## config.mk

```make
export PLATFORM = sky130hd
export DESIGN_NAME = multi_channel_ring_pointer_manager_unit
export DESIGN_NICKNAME = d
export VERILOG_FILES = /design/src/sv/mcrpm_pkg.sv /design/src/sv/multi_channel_ring_pointer_manager_unit.sv
export SDC_FILE = /design/constraint.sdc
export NUM_CORES = 1
export LEC_CHECK = 0
export BUFFER_PORTS_ARGS = -buffer_cell sky130_fd_sc_hd__buf_4
export CAP_MARGIN = 20
export CORE_UTILIZATION = 44
export CTS_CLUSTER_DIAMETER = 30
export DETAILED_ROUTE_END_ITERATION = 10
export PLACE_DENSITY = 0.71
export SLEW_MARGIN = 10
export SYNTH_ARGS = -nofsm -noshare
export SYNTH_HDL_FRONTEND = slang
export SYNTH_SLANG_ARGS = --single-unit
```

## constraint.sdc

```tcl
create_clock -name clk -period 7.85 [get_ports clk]
set_input_delay 1.1775 -clock clk [delete_from_list [all_inputs] [get_ports clk]]
set_output_delay 1.1775 -clock clk [all_outputs]
set_load 0.05 [all_outputs]
```

## src/sv/mcrpm_pkg.sv

```systemverilog
// Package for the multi-channel ring pointer manager.
// Sizes, operation codes, register map and the per-channel entry type.
`default_nettype none

package mcrpm_pkg;

	localparam int CHANNELS   = 8;
	localparam int RING_DEPTH = 1024;

	localparam int CH_W  = 3;
	localparam int PTR_W = 10;
	localparam int CNT_W = 11;
	localparam int AMT_W = 11;

	localparam int APB_AW = 3;
	localparam int APB_DW = 32;

	localparam logic [1:0] KIND_RSV_RD = 2'd0;
	localparam logic [1:0] KIND_CMT_RD = 2'd1;
	localparam logic [1:0] KIND_RSV_WR = 2'd2;
	localparam logic [1:0] KIND_CMT_WR = 2'd3;

	localparam logic REG_RING_SIZE = 1'b0;

	localparam logic [CNT_W-1:0] RING_SIZE_RST = CNT_W'(RING_DEPTH);

	typedef struct packed {
		logic [PTR_W-1:0] rp;
		logic [PTR_W-1:0] wp;
		logic [CNT_W-1:0] fill;
	} ch_entry_t;

endpackage

`default_nettype wire

```

## src/sv/multi_channel_ring_pointer_manager_unit.sv

```systemverilog
// Multi-channel ring pointer manager: per-channel pointer memory and update logic.
// Depends on mcrpm_pkg.
//
//  port group | valid / stall        | payload
//  -----------+----------------------+--------------------------
//  request    | req_valid / req_stall| kind, channel, amount
//  response   | rsp_valid / rsp_stall| offset, granted, clamped
//  config     | APB psel/penable     | paddr, pwdata, prdata
//
// One item at a time in stage 1: the channel entry is read from a synchronous
// memory in the accept cycle; a commit writes it back as its result is registered.
// Reset: ring_size returns to 1024 and all channel entry valid bits clear;
// an entry that is not valid reads as zero. A ring_size write clears them too.
// A result waits in the output register while the next item is accepted;
// the pending item holds in stage 1 until the output register frees up.
`default_nettype none

module multi_channel_ring_pointer_manager_unit
	import mcrpm_pkg::*;
(
	input  wire logic              clk,
	input  wire logic              arst_n,

	input  wire logic              req_valid,
	output logic                   req_stall,
	input  wire logic [1:0]        kind,
	input  wire logic [CH_W-1:0]   channel,
	input  wire logic [AMT_W-1:0]  amount,

	output logic                   rsp_valid,
	input  wire logic              rsp_stall,
	output logic [PTR_W-1:0]       offset,
	output logic [CNT_W-1:0]       granted,
	output logic                   clamped,

	input  wire logic              psel,
	input  wire logic              penable,
	input  wire logic              pwrite,
	input  wire logic [APB_AW-1:0] paddr,
	input  wire logic [APB_DW-1:0] pwdata,
	output logic [APB_DW-1:0]      prdata,
	output logic                   pready
);

	ch_entry_t          mem [CHANNELS];
	logic [CHANNELS-1:0] valid_q;
	logic [CNT_W-1:0]   ring_size_q;

	logic               busy_q;
	logic [1:0]         kind_s1;
	logic               chan_ok_s1;
	logic [CH_W-1:0]    chan_s1;
	logic [AMT_W-1:0]   amount_s1;
	ch_entry_t          rd_entry_s1;
	logic               rd_vld_s1;

	logic               rsp_valid_q;
	logic [PTR_W-1:0]   offset_q;
	logic [CNT_W-1:0]   granted_q;
	logic               clamped_q;

	logic               req_fire;
	logic               done;
	logic               cfg_wr;
	logic               chan_ok;

	logic [CNT_W-1:0]   eff;
	ch_entry_t          cur;
	ch_entry_t          upd;
	logic               is_wr;
	logic               is_cmt;
	logic [PTR_W-1:0]   pos;
	logic [CNT_W-1:0]   free_c;
	logic [CNT_W-1:0]   avail;
	logic [CNT_W-1:0]   room;
	logic [CNT_W-1:0]   lim;
	logic               over;
	logic [CNT_W-1:0]   nxt_sum;
	logic [PTR_W-1:0]   nxt_pos;
	logic [PTR_W-1:0]   res_offset;
	logic [CNT_W-1:0]   res_granted;
	logic               res_clamped;

	assign pready    = 1'b1;
	assign cfg_wr    = psel & penable & pwrite & pready & (paddr[2] == REG_RING_SIZE);
	assign prdata    = (paddr[2] == REG_RING_SIZE) ? APB_DW'(ring_size_q) : '0;

	assign req_stall = busy_q;
	assign req_fire  = req_valid & ~busy_q;
	assign done      = busy_q & (~rsp_valid_q | ~rsp_stall);
	assign chan_ok   = ({1'b0, channel} < (CH_W + 1)'(CHANNELS));

	assign rsp_valid = rsp_valid_q;
	assign offset    = offset_q;
	assign granted   = granted_q;
	assign clamped   = clamped_q;

	always_comb begin
		if (ring_size_q == '0) begin
			eff = CNT_W'(1);
		end else if (ring_size_q > RING_SIZE_RST) begin
			eff = RING_SIZE_RST;
		end else begin
			eff = ring_size_q;
		end
	end

	always_comb begin
		cur    = rd_vld_s1 ? rd_entry_s1 : '0;
		is_wr  = (kind_s1 == KIND_RSV_WR) || (kind_s1 == KIND_CMT_WR);
		is_cmt = (kind_s1 == KIND_CMT_RD) || (kind_s1 == KIND_CMT_WR);
		pos    = is_wr ? cur.wp : cur.rp;
		free_c = eff - cur.fill;
		avail  = is_wr ? free_c : cur.fill;
		room   = eff - {1'b0, pos};
		over   = amount_s1 > avail;
		lim    = over ? avail : amount_s1;
		nxt_sum = {1'b0, pos} + lim;
		if (nxt_sum >= eff) begin
			nxt_pos = PTR_W'(nxt_sum - eff);
		end else begin
			nxt_pos = nxt_sum[PTR_W-1:0];
		end
		upd = cur;
		if (is_wr) begin
			upd.wp   = nxt_pos;
			upd.fill = cur.fill + lim;
		end else begin
			upd.rp   = nxt_pos;
			upd.fill = cur.fill - lim;
		end
		res_offset  = '0;
		res_granted = '0;
		res_clamped = 1'b0;
		if (chan_ok_s1) begin
			res_offset = pos;
			if (is_cmt) begin
				res_granted = lim;
				res_clamped = over;
			end else begin
				res_granted = (lim < room) ? lim : room;
			end
		end
	end

	always_ff @(posedge clk) begin
		if (req_fire) begin
			rd_entry_s1 <= mem[channel];
		end
		if (done && chan_ok_s1 && is_cmt) begin
			mem[chan_s1] <= upd;
		end
	end

	always_ff @(posedge clk) begin
		if (req_fire) begin
			kind_s1    <= kind;
			chan_s1    <= channel;
			amount_s1  <= amount;
			chan_ok_s1 <= chan_ok;
			rd_vld_s1  <= valid_q[channel];
		end
		if (done) begin
			offset_q  <= res_offset;
			granted_q <= res_granted;
			clamped_q <= res_clamped;
		end
	end

	always_ff @(posedge clk or negedge arst_n) begin
		if (!arst_n) begin
			busy_q      <= 1'b0;
			rsp_valid_q <= 1'b0;
			valid_q     <= '0;
			ring_size_q <= RING_SIZE_RST;
		end else begin
			if (req_fire) begin
				busy_q <= 1'b1;
			end else if (done) begin
				busy_q <= 1'b0;
			end
			if (done) begin
				rsp_valid_q <= 1'b1;
			end else if (~rsp_stall) begin
				rsp_valid_q <= 1'b0;
			end
			if (cfg_wr) begin
				ring_size_q <= pwdata[CNT_W-1:0];
				valid_q     <= '0;
			end else if (done && chan_ok_s1 && is_cmt) begin
				valid_q[chan_s1] <= 1'b1;
			end
		end
	end

endmodule

`default_nettype wire

```

# == Word-level counts from Yosys, hierarchy flattened ==
# Memory sizes are Yosys's and may differ from the RTL's. A register that Yosys moved wholly into a read port is not among the register bits.
# Index checks and enable logic that the tools add are counted.
# op_classes
n_reduce_logical,7
order_cmp,7
n_eq_ne,4
n_bitwise,11
n_mux,25
add_sub_neg,6
# ops
cell,n
2-to-1 mux 11 bit,8
2-to-1 mux 10 bit,4
2-to-1 mux 31 bit,1
subtractor 11 bit,2
2-to-1 mux 8 bit,2
adder 10 x 11 -> 11 bit,1
adder 11 bit,1
greater-or-equal comparator 11 bit,1
greater-than comparator 11 bit,1
greater-than comparator 11 bit (second input constant),1
zero test 11 bit,1
less-than comparator 11 bit,1
subtractor 11 x 10 -> 11 bit,1
subtractor 10 bit,1
less-than comparator 3 x 4 -> 1 bit (second input constant),2
2-to-1 mux 1 bit,8
bitwise OR 8 bit,1
bitwise AND 1 bit,5
== test 2 bit (second input constant),2
NOT 1 bit,4
nonzero test 2 bit,2
binary-select mux 1 bit (select 3 bit),1
demux 1 bit (select 3 bit),1
greater-or-equal comparator 3 x 1 -> 1 bit (second input constant),1
other kinds (5),7
# word_totals
memories,1
inputBits,58
regBits,60
ram_bits,248
output_inout_bits,57
# memory_table
name,words,word_bits,rd,rd_clocked_by_memory_dff,write_ports,line,text
mem,8,31,1,1,1,multi_channel_ring_pointer_manager_unit.sv:45,ch_entry_t mem [CHANNELS];

# == Depth between registers and ports, before layout ==
# Gate-level depths: netlist (run 1).
# logic_depth
depth_word,11
ltp_mapped,41
mapped_depth_nobuf,38

# == Worst setup path after synthesis (run 1) ==
# No wires, ideal clock.
# synth_path
path_type,reg2reg
from,register ring_size_q[1]
to,"memory mem[0][19] in the netlist's numbering, data pin"
stages_incl_launch_ff,39
arrival_ns,7.627
setup_slack_ns,-0.061
n_path_buf,3
path_cell_list,dfrtp_1 > nor4_1 > a31oi_1 > nor2_1 > inv_1 > ha_1 > fa_1 > nand2b_1 > a21oi_1 > and3_4 > a2111oi_4 > o21ai_2 > xnor2_1 > nand2_2 > xnor2_4 > ha_1 > a211oi_1 > o21ai_1 > [3 not listed] > buf_4 > o21ai_0 > inv_1 > ha_1 > a21oi_1 > nor2_1 > a21o_1 > a41oi_1 > o21ai_0 > a31oi_1 > xor2_1 > inv_1 > ha_1 > or2_2 > a21oi_1 > a21oi_1 > buf_2 > o311ai_1
# synth_lines
element,line,text
start: declaration,multi_channel_ring_pointer_manager_unit.sv:47,logic [CNT_W-1:0] ring_size_q;
start signal: assignment,multi_channel_ring_pointer_manager_unit.sv:188,ring_size_q <= pwdata[CNT_W-1:0];
end: declaration,multi_channel_ring_pointer_manager_unit.sv:45,

==> impl_metrics.tcl, run 1 <==
set metrics [dict create \
    clk_pin_slew_ns 0.05 \
    finalSetupViolCount 0 \
    ys_ff_latch 339 \
    cts_hold_buffers 0 \
    crit_path_end_kind "flip-flop" \
    worst_slew_pin_slew_ns 0.989 \
    setup_slack_ns 0.248 \
    gr-usage-all-layers_pct 20.8 \
    max_stage_delay_ns 0.43 \
    post-place-ws_ns -0.450 \
    design_area_um2 21000 \
    gp_congestion 0.917 \
    syn_inst 1081 \
    firstDrtPassIters 5 \
    multi_input_area_um2 6280 \
    ctsLongestPathBuffers 3 \
    grt_pass1_vias 10400 \
    arrival_ns 7.91 \
    maxSlewViolCount 0 \
    grt_pass1_wl_um 59700 \
    ioPinCount 115 \
    die-area_um2 38100 \
    cp-start-kind "flip-flop" \
    max-cap-violations 0 \
    critPathRequiredTime_ns 8.15 \
    path_common_cell "buf_4" \
    antenna_found_initial 0 \
    grt_max_degree 66 \
    drive_gt1_share_pct 38.4 \
    seqCellArea_um2 10100 \
    crit_fanout 8 \
    portBuffers 69 \
    wl_per_cell_um 21.3 \
    initial_utilization_pct 44.8 \
    routed_wirelength_um 38700 \
    h-tree-depth 3 \
    place_area_um2 18100 \
    vias 10000 \
    crit_type "flip-flop to flip-flop" \
    worst_hold_slack_ns 0.484 \
    cts_buffers 69 \
    synth_seq_area_share_pct 61.4 \
    finalHoldViolations 0 \
    clock.fmax_ghz 0.132 \
    fin_crit_ns 7.60 \
    clk_latency_ns 0.57 \
    outcome "finished, final reports clean" \
    vias_per_cell 5.51 \
    syn_area_um2 16400 \
    ys_warn_count 0 \
    synth_edf_count 318 \
    hpwl_um 23700 \
    synth-main-ff-cell "edfxtp_1" \
    avgSynthCellArea_um2 15.2 \
    syn2layout_area_growth_pct 27.7 \
    critical-path-slowest-cell "dfrtp_2" \
    final_nets 1429 \
    cts_tree "yes" \
    finalCritPeriodShare_pct 96.8 \
    final_common_cell "edfxtp_1" \
    first_iter_violations 737 \
    die_w_um 195 \
    core_area_um2 36600 \
    cts.sinks 339 \
    rows 70 \
    async_flop_share_pct 6.19 \
    overflow 0 \
    fillCellCount 2756 \
    antenna_cells 0 \
    ant_nets 0 \
    cts_root_buf "clkbuf_16" \
    mostFrequentLayoutCells "edfxtp_1 (318), buf_4 (182), clkbuf_16 (71)" \
    dieHeight_um 195 \
    finalClockSkew_ns 0.0317 \
    synth_cell_types 73 \
    route.detailed.drc 0 \
    hold_class "flip-flop to flip-flop" \
    rr_worst_depth 40 \
    hold_depth 1 \
    slew_headroom_pct 34.1 \
]
## cells in the mapped netlist (all sizes together), types with 13 or more instances
cell	number	area [µm²]
a21o	16	120
a21oi	52	298
clkbuf	24	90.1
nor2	39	146
xor2	13	114
nor2b	28	183
inv	57	214
ha	70	876
dfrtp	20	500
mux4	64	1440
mux2i	14	140
edfxtp	318	9550
mux2	54	608
nand2	55	216
o21ai	44	231
nand3	26	130
buf	38	249
xnor2	40	388
## metrics by stage
stage	utilization (%)	std cells	setup TNS, ns
after detailed placement	49.6	1683	-46.32
after floorplan	-	1101	0
after CTS	56.4	1808	0
after global routing	57.3	1816	-1.31
after global placement	49.6	1683	-28.72
final	57.3	1816	0
## worst max-delay path, delay by kind of cell, from the launching register on
family	cells	cell delay, ns
xor gates and xnor gates	4	0.74
and+or+nand+nor	9	1.54
AOI/OAI and AO/OA	14	2.18
adders and majority gates	5	1.44
buffers and inverters	8	1.01
DFF	1	0.43
## what timing repair did
action / in CTS / in global routing
buffers inserted: 4 / 9
resized for setup: 24 / 53
setup endpoints to repair: 160 / 176
pin swaps: 13 / 44
## kinds of logic after synthesis
kind of cell | count (synthesis) | synth area share (%)
adder cells (fa/ha/maj) | 74 | 5.77
AO/OA/AOI/OAI | 168 | 6.98
buffers and inverters | 119 | 3.37
flip-flops | 339 | 61.4
AND/OR/NAND/NOR | 193 | 5.89
multiplexers | 132 | 13.3
XOR/XNOR | 54 | 3.19
other | 2 | 0.0458
## final timing paths
kind                           startpoint              end  slack [ns]
max                        ring_size_q[7]       mem[3][20]        0.25
min                            valid_q[2]       valid_q[2]        0.48
max reg2reg                ring_size_q[7]       mem[3][20]        0.25
min reg2reg                    valid_q[2]       valid_q[2]        0.48
max in group asynchronous          arst_n  ring_size_q[10]        7.06
min in group asynchronous          arst_n   ring_size_q[6]        0.51
## per-layer routing
metal	part of all wire [%]	vias up	global-route usage (%)
li1	-	4574	-
met1	42	5019	26.8
met2	50	359	34.4
met3	6.3	58	4.08
met4	2.6	0	8.66
met5	0	-	0
## registers in the layout, summed over array words and instances, names as in the netlist, 2 cells and up
register / cells
kind_s1: 2
valid_q: 8
amount_s1: 11
granted: 11
chan_s1: 3
mem: 248
ring_size_q: 11
offset: 10
rd_entry_s1: 31
## area by class of cell
| type | instances | area share, % |
|---|---|---|
| sequential | 339 | 48.1 |
| inverter | 57 | 1.02 |
| multi-input combinational | 643 | 30.0 |
| clock inverter | 49 | 2.78 |
| tap | 468 | 2.79 |
| clock buffer | 72 | 8.49 |
| timing repair buffer | 188 | 6.88 |
Power of run 1 is left out: the tool's default activity adds up to more than one toggle a clock period on the data nets, which glitch-free logic cannot reach.
==> inputs of run 2 (changes only) <==
Settings changed: RECOVER_POWER from default to 25.
==> run 2 against run 1 <==
  * The run now ends with max-capacitance violations, max-slew violations left
  * Maximum frequency is 0.41% higher
  * Die area stayed put
  * Sequential share of layout area is 0.36 points higher
  * Wire length is 0.23% higher
  * Final area is 0.74% lower
  * Hold slack better by 0.00080 ns
  * First-iteration DRC count stayed put
  * Setup slack better by 0.031 ns
  * Global-route usage stayed put
  * Critical path type unchanged
  * Highest routed layer unchanged
==> impl_metrics.tcl, run 2 (same netlist as run 1, synthesis figures left out) <==
set metrics [dict create \
    outcome "complete, but fails checks" \
    violations "max-capacitance violations, max-slew violations" \
    r2r_end "mem[1][20]" \
    cts_buffers 69 \
    r2r-start "ring_size_q[7]" \
    cts.sinks 339 \
    critical-path-slowest-cell "dfrtp_2" \
    die-area_um2 38100 \
    clk_latency_ns 0.57 \
    clk_pin_slew_ns 0.05 \
    path_common_cell "buf_4" \
    wl_per_cell_um 21.4 \
    grt_max_degree 66 \
    cts_root_buf "clkbuf_16" \
    finalSetupViolCount 0 \
    cp-start-kind "flip-flop" \
    hold_class "flip-flop to flip-flop" \
    cts_tree "yes" \
    fin_crit_ns 7.57 \
    top_register "mem" \
    drive_gt1_share_pct 35.0 \
    gp_congestion 0.917 \
    route.detailed.drc 0 \
    grt_pass1_wl_um 59700 \
    crit_path_end_kind "flip-flop" \
    ctsLongestPathBuffers 3 \
    mostFrequentLayoutCells "edfxtp_1 (318), buf_4 (135), clkbuf_16 (71)" \
    vias 10100 \
    vias_per_cell 5.54 \
    grt_pass1_vias 10400 \
    antenna_found_initial 0 \
    crit_fanout 8 \
    overflow 0 \
    h-tree-depth 3 \
    cts_hold_buffers 0 \
    routed_wirelength_um 38800 \
    firstDrtPassIters 5 \
    portBuffers 69 \
    finalClockSkew_ns 0.0308 \
    hold-path-endpoint "valid_q[2]" \
    dieHeight_um 195 \
    gr-usage-all-layers_pct 20.8 \
    r2r_setup_slack_ns 0.28 \
    ant_nets 0 \
    antenna_cells 0 \
    min-delay-start "valid_q[2]" \
    clock.fmax_ghz 0.132 \
    rows 70 \
    worst_hold_slack_ns 0.485 \
    largest_reg_flops 248 \
    syn2layout_area_growth_pct 26.8 \
    hold_depth 1 \
    worst_slew_pin_slew_ns 4.13 \
    ioPinCount 115 \
    finalHoldViolations 0 \
    finalCritPeriodShare_pct 96.5 \
    max-cap-violations 4 \
    die_w_um 195 \
    core_area_um2 36600 \
    critPathRequiredTime_ns 8.16 \
    arrival_ns 7.88 \
    slew_headroom_pct -175 \
    initial_utilization_pct 44.8 \
    rr_worst_depth 40 \
    top_regs "mem (248), rd_entry_s1 (31)" \
    max_stage_delay_ns 0.43 \
    final_nets 1429 \
    final_common_cell "edfxtp_1" \
    first_iter_violations 737 \
    crit_type "flip-flop to flip-flop" \
    finalSetupTns_ns 0 \
    maxSlewViolCount 183 \
    hpwl_um 23700 \
]
## run 2: cell count changes in the layout (fill, tap and decap cells not counted), sizes merged
cell,change
clkbuf,+47
buf,-47
## run 2: worst max-delay path by stage
stage	endpoint	slack [ns]	start
6_report	mem[1][20]	0.28	ring_size_q[7]
5_1_grt	mem[4][20]	-0.04	ring_size_q[7]
4_1_cts	mem[5][29]	0.007	ring_size_q[8]
3_5_place_dp	mem[4][30]	-0.45	ring_size_q[7]
3_3_place_gp	mem[4][30]	-0.30	ring_size_q[7]
2_1_floorplan	mem[0][20]	0.01	ring_size_q[1]
## run 2: metal layers
metal	part of all wire (%)	global-route usage, %	wire length, µm
met1	42	26.8	16200
met2	49	34.4	19100
met3	6.3	4.08	2440
met4	2.9	8.66	1120
met5	0	0	0
## run 2: per-stage QoR
step,std cells,worst slack [ns],cell area (µm²),util [%]
final,1816,0.279,20800,56.8
after global routing,1816,-0.0384,20800,56.8
after CTS,1808,0.00738,20700,56.4
after detailed placement,1683,-0.450,18100,49.6
after global placement,1683,-0.305,18100,49.6
after floorplan,1101,0.0130,16500,-
## run 2: area by class of cell
| cell class | count | area (µm²) |
|---|---|---|
| inverters | 57 | 214 |
| clock buffers | 72 | 1780 |
| repair buffers | 188 | 1320 |
| clock inverters | 49 | 582 |
| well taps | 468 | 586 |
| flip-flops and latches | 339 | 10100 |
| fillers | 2800 | 15800 |
| multi-input cells | 643 | 6250 |
## run 2: critical path: cells and delay by family (launching register included)
kind | cells | cell delay, ns
buffers and inverters | 8 | 0.99
XOR/XNOR | 4 | 0.74
AO/OA/AOI/OAI | 14 | 2.17
AND/OR/NAND/NOR | 9 | 1.53
adder cells (fa/ha/maj) | 5 | 1.44
flip-flops | 1 | 0.43
## run 2: timing repair
item,CTS,global route
gates resized for setup,24,53
buffers inserted,4,9
pin swaps,13,44
gates cloned,0,0
setup endpoints to repair,160,176
Power of run 2 is left out for the same reason.
